[config.mk]
export PLATFORM = sky130hd
export DESIGN_NAME = accumulator_cpu_step
export DESIGN_NICKNAME = d
export VERILOG_FILES = /design/src/rtl/acs_pkg.sv /design/src/rtl/accumulator_cpu_step.sv /design/src/rtl/acs_front.sv /design/src/rtl/acs_divider.sv /design/src/rtl/acs_back.sv
export SDC_FILE = /design/constraint.sdc
export NUM_CORES = 2
export LEC_CHECK = 0
export ABC_AREA = 1
export BUFFER_PORTS_ARGS = -buffer_cell sky130_fd_sc_hd__buf_2
export CORE_MARGIN = 4
export CORE_UTILIZATION = 65
export DETAILED_ROUTE_END_ITERATION = 8
export GPL_ROUTABILITY_DRIVEN = 0
export GPL_TIMING_DRIVEN = 0
export PLACE_DENSITY_LB_ADDON = 0.1
export SLEW_MARGIN = 20
export SYNTH_ARGS = -nofsm -noshare
export SYNTH_HDL_FRONTEND = slang
export SYNTH_SLANG_ARGS = --single-unit
export TNS_END_PERCENT = 10
[constraint.sdc]
create_clock -name aclk -period 8.2 [get_ports aclk]
set_input_delay 1.23 -clock aclk [delete_from_list [all_inputs] [get_ports aclk]]
set_output_delay 1.23 -clock aclk [all_outputs]
set_load 0.01 [all_outputs]
[src/rtl/acs_pkg.sv]
package acs_pkg;

    localparam int DATA_WIDTH_DEF = 32;
    localparam int PC_WIDTH_DEF   = 7;
    localparam int QUEUE_DEPTH    = 2;

    localparam logic [7:0] JUMP_LIMIT_RESET = 8'd10;

    localparam logic [3:0] OP_NOP = 4'd0;
    localparam logic [3:0] OP_VAR = 4'd1;
    localparam logic [3:0] OP_HLT = 4'd2;
    localparam logic [3:0] OP_LOD = 4'd3;
    localparam logic [3:0] OP_ADD = 4'd4;
    localparam logic [3:0] OP_ADX = 4'd5;
    localparam logic [3:0] OP_SUB = 4'd6;
    localparam logic [3:0] OP_SBX = 4'd7;
    localparam logic [3:0] OP_MUL = 4'd8;
    localparam logic [3:0] OP_MLX = 4'd9;
    localparam logic [3:0] OP_DIV = 4'd10;
    localparam logic [3:0] OP_DVX = 4'd11;
    localparam logic [3:0] OP_MOD = 4'd12;
    localparam logic [3:0] OP_MDX = 4'd13;
    localparam logic [3:0] OP_STO = 4'd14;
    localparam logic [3:0] OP_JMP = 4'd15;

    typedef enum logic [2:0] {
        CLS_NONE,
        CLS_HALT,
        CLS_LOAD,
        CLS_ADDSUB,
        CLS_MUL,
        CLS_DIV,
        CLS_STORE,
        CLS_JUMP
    } op_class_t;

    typedef struct packed {
        op_class_t  cls;
        logic       use_acc;
        logic       is_sub;
        logic       want_rem;
    } op_ctrl_t;

endpackage

[src/rtl/accumulator_cpu_step.sv]
// Accumulator machine step unit. Input words arrive on s_axis_* (tuser =
// kind[3:0]; tdata = operand[6:0], data_value[38:7]); one result word leaves
// on m_axis_* per input word. The jump limit is written through
// cfg_valid/cfg_ready/cfg_data; the user must do so only while idle, which
// the block does not enforce. A front stage decodes each word into a
// two-entry queue; the back stage executes it. Simple ops and zero divides
// finish in the idle state; multiply runs MUL, DIVFX; divide and modulo run
// DIV on the shared divider (one quotient bit per cycle), DIVFX; STO runs
// STO (one byte of the magnitude folded into the remainder mod 100 per
// cycle), OUT. A word leaves the queue only once the last result is
// accepted. Reset clears PC, X, accumulator, jump count and halt flag and
// sets the jump limit to 10. When m_axis_tready is low the result holds and
// the back stage stalls; the queue keeps taking input words until full.
module accumulator_cpu_step
    import acs_pkg::*;
#(
    parameter int DATA_WIDTH = DATA_WIDTH_DEF,
    parameter int PC_WIDTH   = PC_WIDTH_DEF
) (
    input  logic         aclk,
    input  logic         aresetn,
    input  logic         cfg_valid,
    output logic         cfg_ready,
    input  logic [7:0]   cfg_data,
    input  logic         s_axis_tvalid,
    output logic         s_axis_tready,
    input  logic [3:0]   s_axis_tuser, // kind
    input  logic [((7+DATA_WIDTH+7)/8)*8-1:0] s_axis_tdata, // operand, data_value
    output logic         m_axis_tvalid,
    input  logic         m_axis_tready,
    // program_counter, accumulator_out, halted, store_valid, stored_value,
    // divide_error, jump_taken
    output logic [((PC_WIDTH+DATA_WIDTH+11+7)/8)*8-1:0] m_axis_tdata
);

    localparam int OW = ((PC_WIDTH+DATA_WIDTH+11+7)/8)*8;

    logic [7:0]            jlim_reg;
    logic                  q_valid, q_ready;
    op_ctrl_t              q_ctrl;
    logic [6:0]            q_operand;
    logic [DATA_WIDTH-1:0] q_data, acc;
    logic [PC_WIDTH-1:0]   pc;
    logic                  halted, sv, derr, jt;
    logic [6:0]            stored;

    assign cfg_ready = 1'b1;

    always_ff @(posedge aclk) begin
        if (!aresetn) begin
            jlim_reg <= JUMP_LIMIT_RESET;
        end else if (cfg_valid) begin
            jlim_reg <= cfg_data;
        end
    end

    acs_front #(.DATA_WIDTH(DATA_WIDTH)) u_front (
        .aclk       (aclk),
        .aresetn    (aresetn),
        .in_valid   (s_axis_tvalid),
        .in_ready   (s_axis_tready),
        .in_kind    (s_axis_tuser),
        .in_operand (s_axis_tdata[6:0]),
        .in_data    (s_axis_tdata[7 +: DATA_WIDTH]),
        .q_valid    (q_valid),
        .q_ready    (q_ready),
        .q_ctrl     (q_ctrl),
        .q_operand  (q_operand),
        .q_data     (q_data)
    );

    acs_back #(.DATA_WIDTH(DATA_WIDTH), .PC_WIDTH(PC_WIDTH)) u_back (
        .aclk            (aclk),
        .aresetn         (aresetn),
        .jump_limit      (jlim_reg),
        .q_valid         (q_valid),
        .q_ready         (q_ready),
        .q_ctrl          (q_ctrl),
        .q_operand       (q_operand),
        .q_data          (q_data),
        .out_valid       (m_axis_tvalid),
        .out_ready       (m_axis_tready),
        .out_pc          (pc),
        .out_acc         (acc),
        .out_halted      (halted),
        .out_store_valid (sv),
        .out_stored      (stored),
        .out_div_err     (derr),
        .out_jump_taken  (jt)
    );

    assign m_axis_tdata = OW'({jt, derr, stored, sv, halted, acc, pc});

endmodule

[src/rtl/acs_front.sv]
module acs_front
    import acs_pkg::*;
#(
    parameter int DATA_WIDTH = DATA_WIDTH_DEF
) (
    input  logic                  aclk,
    input  logic                  aresetn,
    input  logic                  in_valid,
    output logic                  in_ready,
    input  logic [3:0]            in_kind,
    input  logic [6:0]            in_operand,
    input  logic [DATA_WIDTH-1:0] in_data,
    output logic                  q_valid,
    input  logic                  q_ready,
    output op_ctrl_t              q_ctrl,
    output logic [6:0]            q_operand,
    output logic [DATA_WIDTH-1:0] q_data
);

    localparam int EW = $bits(op_ctrl_t) + 7 + DATA_WIDTH;
    localparam int AW = $clog2(QUEUE_DEPTH);

    op_ctrl_t         ctrl;
    logic [EW-1:0]    mem_reg [QUEUE_DEPTH];
    logic [AW-1:0]    wr_reg, wr_next, rd_reg, rd_next;
    logic [AW:0]      cnt_reg, cnt_next;
    logic             push, pop;
    logic [EW-1:0]    head;

    always_comb begin
        ctrl = '{cls: CLS_NONE, use_acc: in_kind[0], is_sub: 1'b0,
                 want_rem: (in_kind == OP_MOD) || (in_kind == OP_MDX)};
        unique case (in_kind)
            OP_HLT:                 ctrl.cls = CLS_HALT;
            OP_LOD:                 ctrl.cls = CLS_LOAD;
            OP_ADD, OP_ADX:         ctrl.cls = CLS_ADDSUB;
            OP_SUB, OP_SBX: begin
                ctrl.cls    = CLS_ADDSUB;
                ctrl.is_sub = 1'b1;
            end
            OP_MUL, OP_MLX:         ctrl.cls = CLS_MUL;
            OP_DIV, OP_DVX, OP_MOD, OP_MDX: ctrl.cls = CLS_DIV;
            OP_STO:                 ctrl.cls = CLS_STORE;
            OP_JMP:                 ctrl.cls = CLS_JUMP;
            default:                ctrl.cls = CLS_NONE;
        endcase
    end

    assign in_ready = (cnt_reg != (AW+1)'(QUEUE_DEPTH));
    assign push     = in_valid && in_ready;
    assign q_valid  = (cnt_reg != '0);
    assign pop      = q_valid && q_ready;
    assign head     = mem_reg[rd_reg];
    assign {q_ctrl, q_operand, q_data} = head;

    always_comb begin
        wr_next  = push ? AW'((32'(wr_reg) + 1) % QUEUE_DEPTH) : wr_reg;
        rd_next  = pop  ? AW'((32'(rd_reg) + 1) % QUEUE_DEPTH) : rd_reg;
        cnt_next = cnt_reg + (AW+1)'(push) - (AW+1)'(pop);
    end

    always_ff @(posedge aclk) begin
        if (push) begin
            mem_reg[wr_reg] <= {ctrl, in_operand, in_data};
        end
        if (!aresetn) begin
            wr_reg  <= '0;
            rd_reg  <= '0;
            cnt_reg <= '0;
        end else begin
            wr_reg  <= wr_next;
            rd_reg  <= rd_next;
            cnt_reg <= cnt_next;
        end
    end

endmodule

[src/rtl/acs_divider.sv]
module acs_divider
    import acs_pkg::*;
#(
    parameter int DATA_WIDTH = DATA_WIDTH_DEF
) (
    input  logic                  aclk,
    input  logic                  aresetn,
    input  logic                  start,
    input  logic [DATA_WIDTH-1:0] dividend,
    input  logic [DATA_WIDTH-1:0] divisor,
    output logic                  done,
    output logic [DATA_WIDTH-1:0] quotient,
    output logic [DATA_WIDTH-1:0] remainder
);

    localparam int CW = $clog2(DATA_WIDTH + 1);

    logic [DATA_WIDTH-1:0] q_reg, d_reg, r_reg;
    logic [DATA_WIDTH:0]   trial;
    logic [DATA_WIDTH:0]   shifted;
    logic [CW-1:0]         cnt_reg;
    logic                  busy_reg, done_reg;

    assign shifted   = {r_reg, q_reg[DATA_WIDTH-1]};
    assign trial     = shifted - {1'b0, d_reg};
    assign done      = done_reg;
    assign quotient  = q_reg;
    assign remainder = r_reg;

    always_ff @(posedge aclk) begin
        if (start) begin
            q_reg <= dividend;
            d_reg <= divisor;
            r_reg <= '0;
        end else if (busy_reg) begin
            if (!trial[DATA_WIDTH]) begin
                r_reg <= trial[DATA_WIDTH-1:0];
                q_reg <= {q_reg[DATA_WIDTH-2:0], 1'b1};
            end else begin
                r_reg <= shifted[DATA_WIDTH-1:0];
                q_reg <= {q_reg[DATA_WIDTH-2:0], 1'b0};
            end
        end
        if (!aresetn) begin
            busy_reg <= 1'b0;
            done_reg <= 1'b0;
            cnt_reg  <= '0;
        end else begin
            done_reg <= 1'b0;
            if (start) begin
                busy_reg <= 1'b1;
                cnt_reg  <= CW'(DATA_WIDTH - 1);
            end else if (busy_reg) begin
                cnt_reg <= cnt_reg - 1'b1;
                if (cnt_reg == '0) begin
                    busy_reg <= 1'b0;
                    done_reg <= 1'b1;
                end
            end
        end
    end

endmodule

[src/rtl/acs_back.sv]
module acs_back
    import acs_pkg::*;
#(
    parameter int DATA_WIDTH = DATA_WIDTH_DEF,
    parameter int PC_WIDTH   = PC_WIDTH_DEF
) (
    input  logic                  aclk,
    input  logic                  aresetn,
    input  logic [7:0]            jump_limit,
    input  logic                  q_valid,
    output logic                  q_ready,
    input  op_ctrl_t              q_ctrl,
    input  logic [6:0]            q_operand,
    input  logic [DATA_WIDTH-1:0] q_data,
    output logic                  out_valid,
    input  logic                  out_ready,
    output logic [PC_WIDTH-1:0]   out_pc,
    output logic [DATA_WIDTH-1:0] out_acc,
    output logic                  out_halted,
    output logic                  out_store_valid,
    output logic [6:0]            out_stored,
    output logic                  out_div_err,
    output logic                  out_jump_taken
);

    localparam logic [2:0] ST_IDLE  = 3'd0;
    localparam logic [2:0] ST_MUL   = 3'd1;
    localparam logic [2:0] ST_DIV   = 3'd2;
    localparam logic [2:0] ST_DIVFX = 3'd3;
    localparam logic [2:0] ST_STO   = 3'd4;
    localparam logic [2:0] ST_OUT   = 3'd5;

    localparam logic [7:0]  HUNDRED     = 8'd100;
    localparam logic [15:0] RECIP_100   = 16'd41944;
    localparam int          RECIP_SHIFT = 22;
    localparam int          NB          = (DATA_WIDTH + 7) / 8;
    localparam int          MW          = NB * 8;
    localparam int          BCW         = (NB > 1) ? $clog2(NB) : 1;

    logic [2:0]            st_reg;
    logic [PC_WIDTH-1:0]   pc_reg;
    logic [DATA_WIDTH-1:0] x_reg, acc_reg, a_reg, b_reg, prod_reg;
    logic [7:0]            jcnt_reg;
    logic                  halt_reg, sv_reg, derr_reg, jt_reg, rem_reg, na_reg, nb_reg;
    logic [6:0]            stored_reg, digit_reg;
    logic [MW-1:0]         mag_reg;
    logic [BCW-1:0]        byte_cnt_reg;
    logic [PC_WIDTH-1:0]   pc_inc;
    logic [DATA_WIDTH-1:0] src, mag_a, mag_b, div_q, div_r, qfix, rfix, acc_mag;
    logic                  div_done, take, jump_ok, div_ok;
    logic                  is_mul, is_div, is_sto, is_jmp;
    logic [14:0]           fold;
    logic [8:0]            fold_q;
    logic [6:0]            digit_next;

    assign q_ready = (st_reg == ST_IDLE) && !out_valid;
    assign take    = q_valid && q_ready;
    assign pc_inc  = pc_reg + 1'b1;
    assign src     = q_ctrl.use_acc ? acc_reg : x_reg;
    assign mag_a   = src[DATA_WIDTH-1] ? -src : src;
    assign mag_b   = q_data[DATA_WIDTH-1] ? -q_data : q_data;
    assign acc_mag = acc_reg[DATA_WIDTH-1] ? -acc_reg : acc_reg;
    assign qfix    = (na_reg != nb_reg) ? -div_q : div_q;
    assign rfix    = na_reg ? -div_r : div_r;
    assign jump_ok = (jcnt_reg < jump_limit);
    assign div_ok  = (q_data != '0);
    assign is_mul  = (q_ctrl.cls == CLS_MUL);
    assign is_div  = (q_ctrl.cls == CLS_DIV);
    assign is_sto  = (q_ctrl.cls == CLS_STORE);
    assign is_jmp  = (q_ctrl.cls == CLS_JUMP);

    acs_divider #(.DATA_WIDTH(DATA_WIDTH)) u_div (
        .aclk      (aclk),
        .aresetn   (aresetn),
        .start     (take && is_div && div_ok),
        .dividend  (mag_a),
        .divisor   (mag_b),
        .done      (div_done),
        .quotient  (div_q),
        .remainder (div_r)
    );

    // fold one byte of the magnitude per cycle into the remainder mod 100
    assign fold       = {digit_reg, mag_reg[MW-1 -: 8]};
    assign fold_q     = 9'((31'(fold) * 31'(RECIP_100)) >> RECIP_SHIFT);
    assign digit_next = 7'(fold - 15'(fold_q) * 15'(HUNDRED));

    assign out_pc          = pc_reg;
    assign out_acc         = acc_reg;
    assign out_halted      = halt_reg;
    assign out_store_valid = sv_reg;
    assign out_stored      = stored_reg;
    assign out_div_err     = derr_reg;
    assign out_jump_taken  = jt_reg;

    always_ff @(posedge aclk) begin
        if (!aresetn) begin
            st_reg    <= ST_IDLE;
            out_valid <= 1'b0;
            pc_reg    <= '0;
            x_reg     <= '0;
            acc_reg   <= '0;
            jcnt_reg  <= '0;
            halt_reg  <= 1'b0;
        end else begin
            if (out_valid && out_ready) begin
                out_valid <= 1'b0;
            end
            unique case (st_reg)
                ST_IDLE: begin
                    if (take) begin
                        pc_reg     <= (is_jmp && jump_ok) ? PC_WIDTH'(q_operand) : pc_inc;
                        sv_reg     <= is_sto;
                        stored_reg <= '0;
                        derr_reg   <= is_div && !div_ok;
                        jt_reg     <= is_jmp && jump_ok;
                        a_reg      <= src;
                        b_reg      <= q_data;
                        rem_reg    <= q_ctrl.want_rem;
                        na_reg     <= src[DATA_WIDTH-1];
                        nb_reg     <= q_data[DATA_WIDTH-1];
                        out_valid  <= !(is_mul || is_sto || (is_div && div_ok));
                        unique case (q_ctrl.cls)
                            CLS_HALT: halt_reg <= 1'b1;
                            CLS_LOAD: x_reg <= q_data;
                            CLS_ADDSUB: acc_reg <= q_ctrl.is_sub ? src - q_data
                                                                 : src + q_data;
                            CLS_MUL: st_reg <= ST_MUL;
                            CLS_DIV: begin
                                if (div_ok) begin
                                    st_reg <= ST_DIV;
                                end
                            end
                            CLS_STORE: begin
                                mag_reg      <= MW'(acc_mag);
                                digit_reg    <= '0;
                                byte_cnt_reg <= BCW'(NB - 1);
                                acc_reg      <= '0;
                                st_reg       <= ST_STO;
                            end
                            CLS_JUMP: begin
                                if (jump_ok) begin
                                    jcnt_reg <= jcnt_reg + 1'b1;
                                end else begin
                                    jcnt_reg <= '0;
                                    halt_reg <= 1'b1;
                                end
                            end
                            default: ;
                        endcase
                    end
                end
                ST_MUL: begin
                    prod_reg <= a_reg * b_reg;
                    st_reg   <= ST_DIVFX;
                    rem_reg  <= 1'b0;
                    derr_reg <= 1'b1;
                end
                ST_DIV: begin
                    if (div_done) begin
                        st_reg <= ST_DIVFX;
                    end
                end
                ST_DIVFX: begin
                    if (derr_reg) begin
                        acc_reg  <= prod_reg;
                        derr_reg <= 1'b0;
                    end else begin
                        acc_reg <= rem_reg ? rfix : qfix;
                    end
                    out_valid <= 1'b1;
                    st_reg    <= ST_IDLE;
                end
                ST_STO: begin
                    digit_reg <= digit_next;
                    mag_reg   <= mag_reg << 8;
                    if (byte_cnt_reg == '0) begin
                        st_reg <= ST_OUT;
                    end else begin
                        byte_cnt_reg <= byte_cnt_reg - 1'b1;
                    end
                end
                ST_OUT: begin
                    stored_reg <= digit_reg;
                    out_valid  <= 1'b1;
                    st_reg     <= ST_IDLE;
                end
                default: st_reg <= ST_IDLE;
            endcase
        end
    end

endmodule

==> impl_metrics.ini <==
[route]
drc = 0
wire_per_inst_microns = 21.47
routed_via_count_divided_by_cell_count = 5.769
drt-initial-drc-count = 5185
postRouteWirelength_microns = 156100
detailroute.via_count = 41940
drt.antenna.violating_nets = 0
first_pass_iters = 8

[logic_synthesis]
count_of_flip_flops_with_a_built_in_enable_after_synthesis = 302
syn_inst = 6113
synth_flop_cell = edfxtp_1
synth_sequential_area_ratio = 0.2523
fraction_of_registers_with_async_set_or_reset_after_synthesis = 0
synth-seq-cells = 439
postSynthAreaPerCell_sq_um = 7.658
netlist-cell-type-count = 56
netlist_area_sq_um = 46810
yosysWarningCount = 0

[hold_path]
hold-path-cell-count = 2
hold_class = register to register

[global_route]
grt_overflow = 0
number_of_global_route_vias_before_repair = 40850
wire_length_of_the_first_global_routing_pass_microns = 237000
global_route.usage.total = 0.4054
pin_count_of_the_biggest_net_entering_global_routing = 42
grt_antenna_before_repair = 6

[worst_setup_path]
timing.critical_path.max_delay_family = adder cells
setup.worst_path.class = register to register
worst_r2r_path_depth = 22
crit_slowest_cell = edfxtp_1
timing.critical_path.buf_inv = 4
crit_path_frequent_cell = fa_1
worstSetupEndpointType = register
worst-endpoint-arrival_ns = 8.36
worst-path-stages = 22
stage_delay_of_the_slowest_cell_on_the_critical_path_ns = 0.69
cp.required_ns = 8.56
worst-path-max-fanout = 10
list_of_cells_traversed_by_the_critical_path = clkbuf_1 > nand2_1 > fa_1 > fa_1 > fa_1 > fa_1 > fa_1 > inv_1 > fa_1 > fa_1 > inv_1 > fa_1 > inv_1 > ha_1 > nand2_1 > nor4_1 > nand3_1 > nand3_1 > nand2_1 > nand2_1 > a31oi_1 > xor2_1
worst_setup_path_start_kind = register

[sta]
timing_worst_slew_pin_value_ns = 1.223
relSlewSlack = 0.1846
post-route-min-period_ns = 7.998
fin_crit_sh = 0.9754
final-hold-violation-count = 0
maxClockFrequency_mhz = 125.0
totalNegativeSetupSlack_ns = 0
timing_max_transition_violations_final = 0
rsz0062_at_grt = true
setup_viol = 0
final.setup_skew_ns = 0.04815

[floorplanning]
initial_standard_cell_utilization_of_the_core = 0.6549
die_area_sq_um = 76380
core_area_sq_um = 71490
chipHeight_microns = 276.4
pin_count = 116
num_rows = 98
die_width_microns = 276.4

[cells_and_area]
finish.cell_count_without_fillers = 7270
area_growth_pct = 7.809
final_net_count = 7104
design_area_sq_um = 50470
layout-drive-gt1-share = 0.05924
fraction_of_the_core_area_covered_by_cells_at_the_end_of_the_flow = 0.7060
largest_register_ffs = 90

[placement]
port_bufs = 107
place_inst = 7185
detailed_place_hpwl_microns = 127400
dpl-instance-area_sq_um = 48750

[flow_run]
cap_viol_max_count = 0

[cts]
cts_made_buffers = 48
cts_tree = yes
clk-insertion-delay-late_ns = 0.64
postCtsHoldBufs = 0
htree_levels = 2
numClockSinks = 439
cts_buffer_depth = 3
clk_transition_reported_paths_ns = 0.06
clk_root_buffer_cell = clkbuf_16
post_cts_buffers = 0

[status]
outcome = finished, final reports clean
[cell families after synthesis]
logic type | Yosys count | synth area share
other cells | 2 | 0.0001604
flops | 439 | 0.2523
fa+ha+maj | 774 | 0.2837
buf+inv | 1605 | 0.1331
xor+xnor | 164 | 0.03068
simple gates | 2351 | 0.2073
compound gates | 778 | 0.09279
[through the flow]
stage          hold slack [ns]  worst slack (ns)
4_1_cts                 0.4535          0.006021
2_1_floorplan           0.4205             1.459
6_report                0.4534            0.2020
5_1_grt                 0.4795          -0.01589
3_5_place_dp            0.4442          -0.08761
3_3_place_gp            0.4379          -0.03792
[worst register-to-register path, stage by stage, from the launching register on]
cell      delay [ns]
edfxtp_1        0.69
clkbuf_1        0.67
nand2_1         0.18
fa_1            0.56
fa_1            0.60
fa_1            0.44
fa_1            0.48
fa_1            0.49
inv_1           0.05
fa_1            0.50
fa_1            0.69
inv_1           0.10
fa_1            0.59
inv_1           0.06
ha_1            0.37
nand2_1         0.13
nor4_1          0.39
nand3_1         0.13
nand3_1         0.17
nand2_1         0.07
nand2_1         0.10
a31oi_1         0.11
xor2_1          0.17
[path summary, 6_finish.rpt]
kind | startpoint | end | slack, ns
max | u_back.b_reg[8]$_DFFE_PP_ | u_back.prod_reg[29]$_DFFE_PP_ | 0.20
min | u_back.x_reg[4]$_SDFFE_PN0P_ | u_back.x_reg[4]$_SDFFE_PN0P_ | 0.45
max reg2reg | u_back.b_reg[8]$_DFFE_PP_ | u_back.prod_reg[29]$_DFFE_PP_ | 0.20
min reg2reg | u_back.x_reg[4]$_SDFFE_PN0P_ | u_back.x_reg[4]$_SDFFE_PN0P_ | 0.45
[area by class of cell]
cell class | instances | area [sq um]
antenna | 7 | 17.52
buffer | 216 | 1052
clock buffer | 71 | 1440
clock inverter | 19 | 271.5
fill | 5956 | 21020
inverter | 1377 | 5171
multi-input combinational | 4074 | 28830
sequential | 439 | 11810
tap | 950 | 1189
timing repair buffer | 117 | 693.2
[Yosys cell counts, types with 46 or more instances]
master / number / share of area
o21ai_1: 50 / 0.0053
fa_1: 479 / 0.20
edfxtp_1: 302 / 0.19
nand3_1: 283 / 0.030
inv_1: 1364 / 0.11
dfxtp_1: 137 / 0.059
nand2_1: 1503 / 0.12
a21oi_1: 261 / 0.028
clkbuf_1: 154 / 0.012
xnor2_1: 46 / 0.0086
xor2_1: 118 / 0.022
nor3_1: 57 / 0.0061
o21ai_0: 306 / 0.033
nor2_1: 369 / 0.030
ha_1: 295 / 0.079
[layout by cell type (no fill, tap or decap), drive strengths merged, types with 13 or more instances in the layout]
cell type,count
nand4,43
nor4,13
fa,479
clkbuf,219
a21oi,262
nand3,286
clkinv,15
edfxtp,302
nor2,383
o21ai,375
nor3,61
o22ai,14
or2,26
o211ai,44
a31oi,33
dfxtp,137
xor2,118
nand2,1514
inv,1376
ha,295
xnor2,46
buf,185
nand3b,20
a21o,14
[repair_timing]
item                       in CTS  in global routing
gates cloned                    0                  0
resized for setup               2                 57
setup endpoints to repair       3                  7
[per-layer routing]
| layer | global-route usage | part of all wire | vias up |
|---|---|---|---|
| met5 | 0 | 0.00040 | - |
| met4 | 0.3184 | 0.10 | 2 |
| met2 | 0.6104 | 0.43 | 2569 |
| met3 | 0.1084 | 0.12 | 680 |
| met1 | 0.4961 | 0.35 | 19480 |
| li1 | - | - | 19210 |
Power is not shown: default switching activity piles up to over one toggle a cycle in this logic, so the estimate is an artifact.
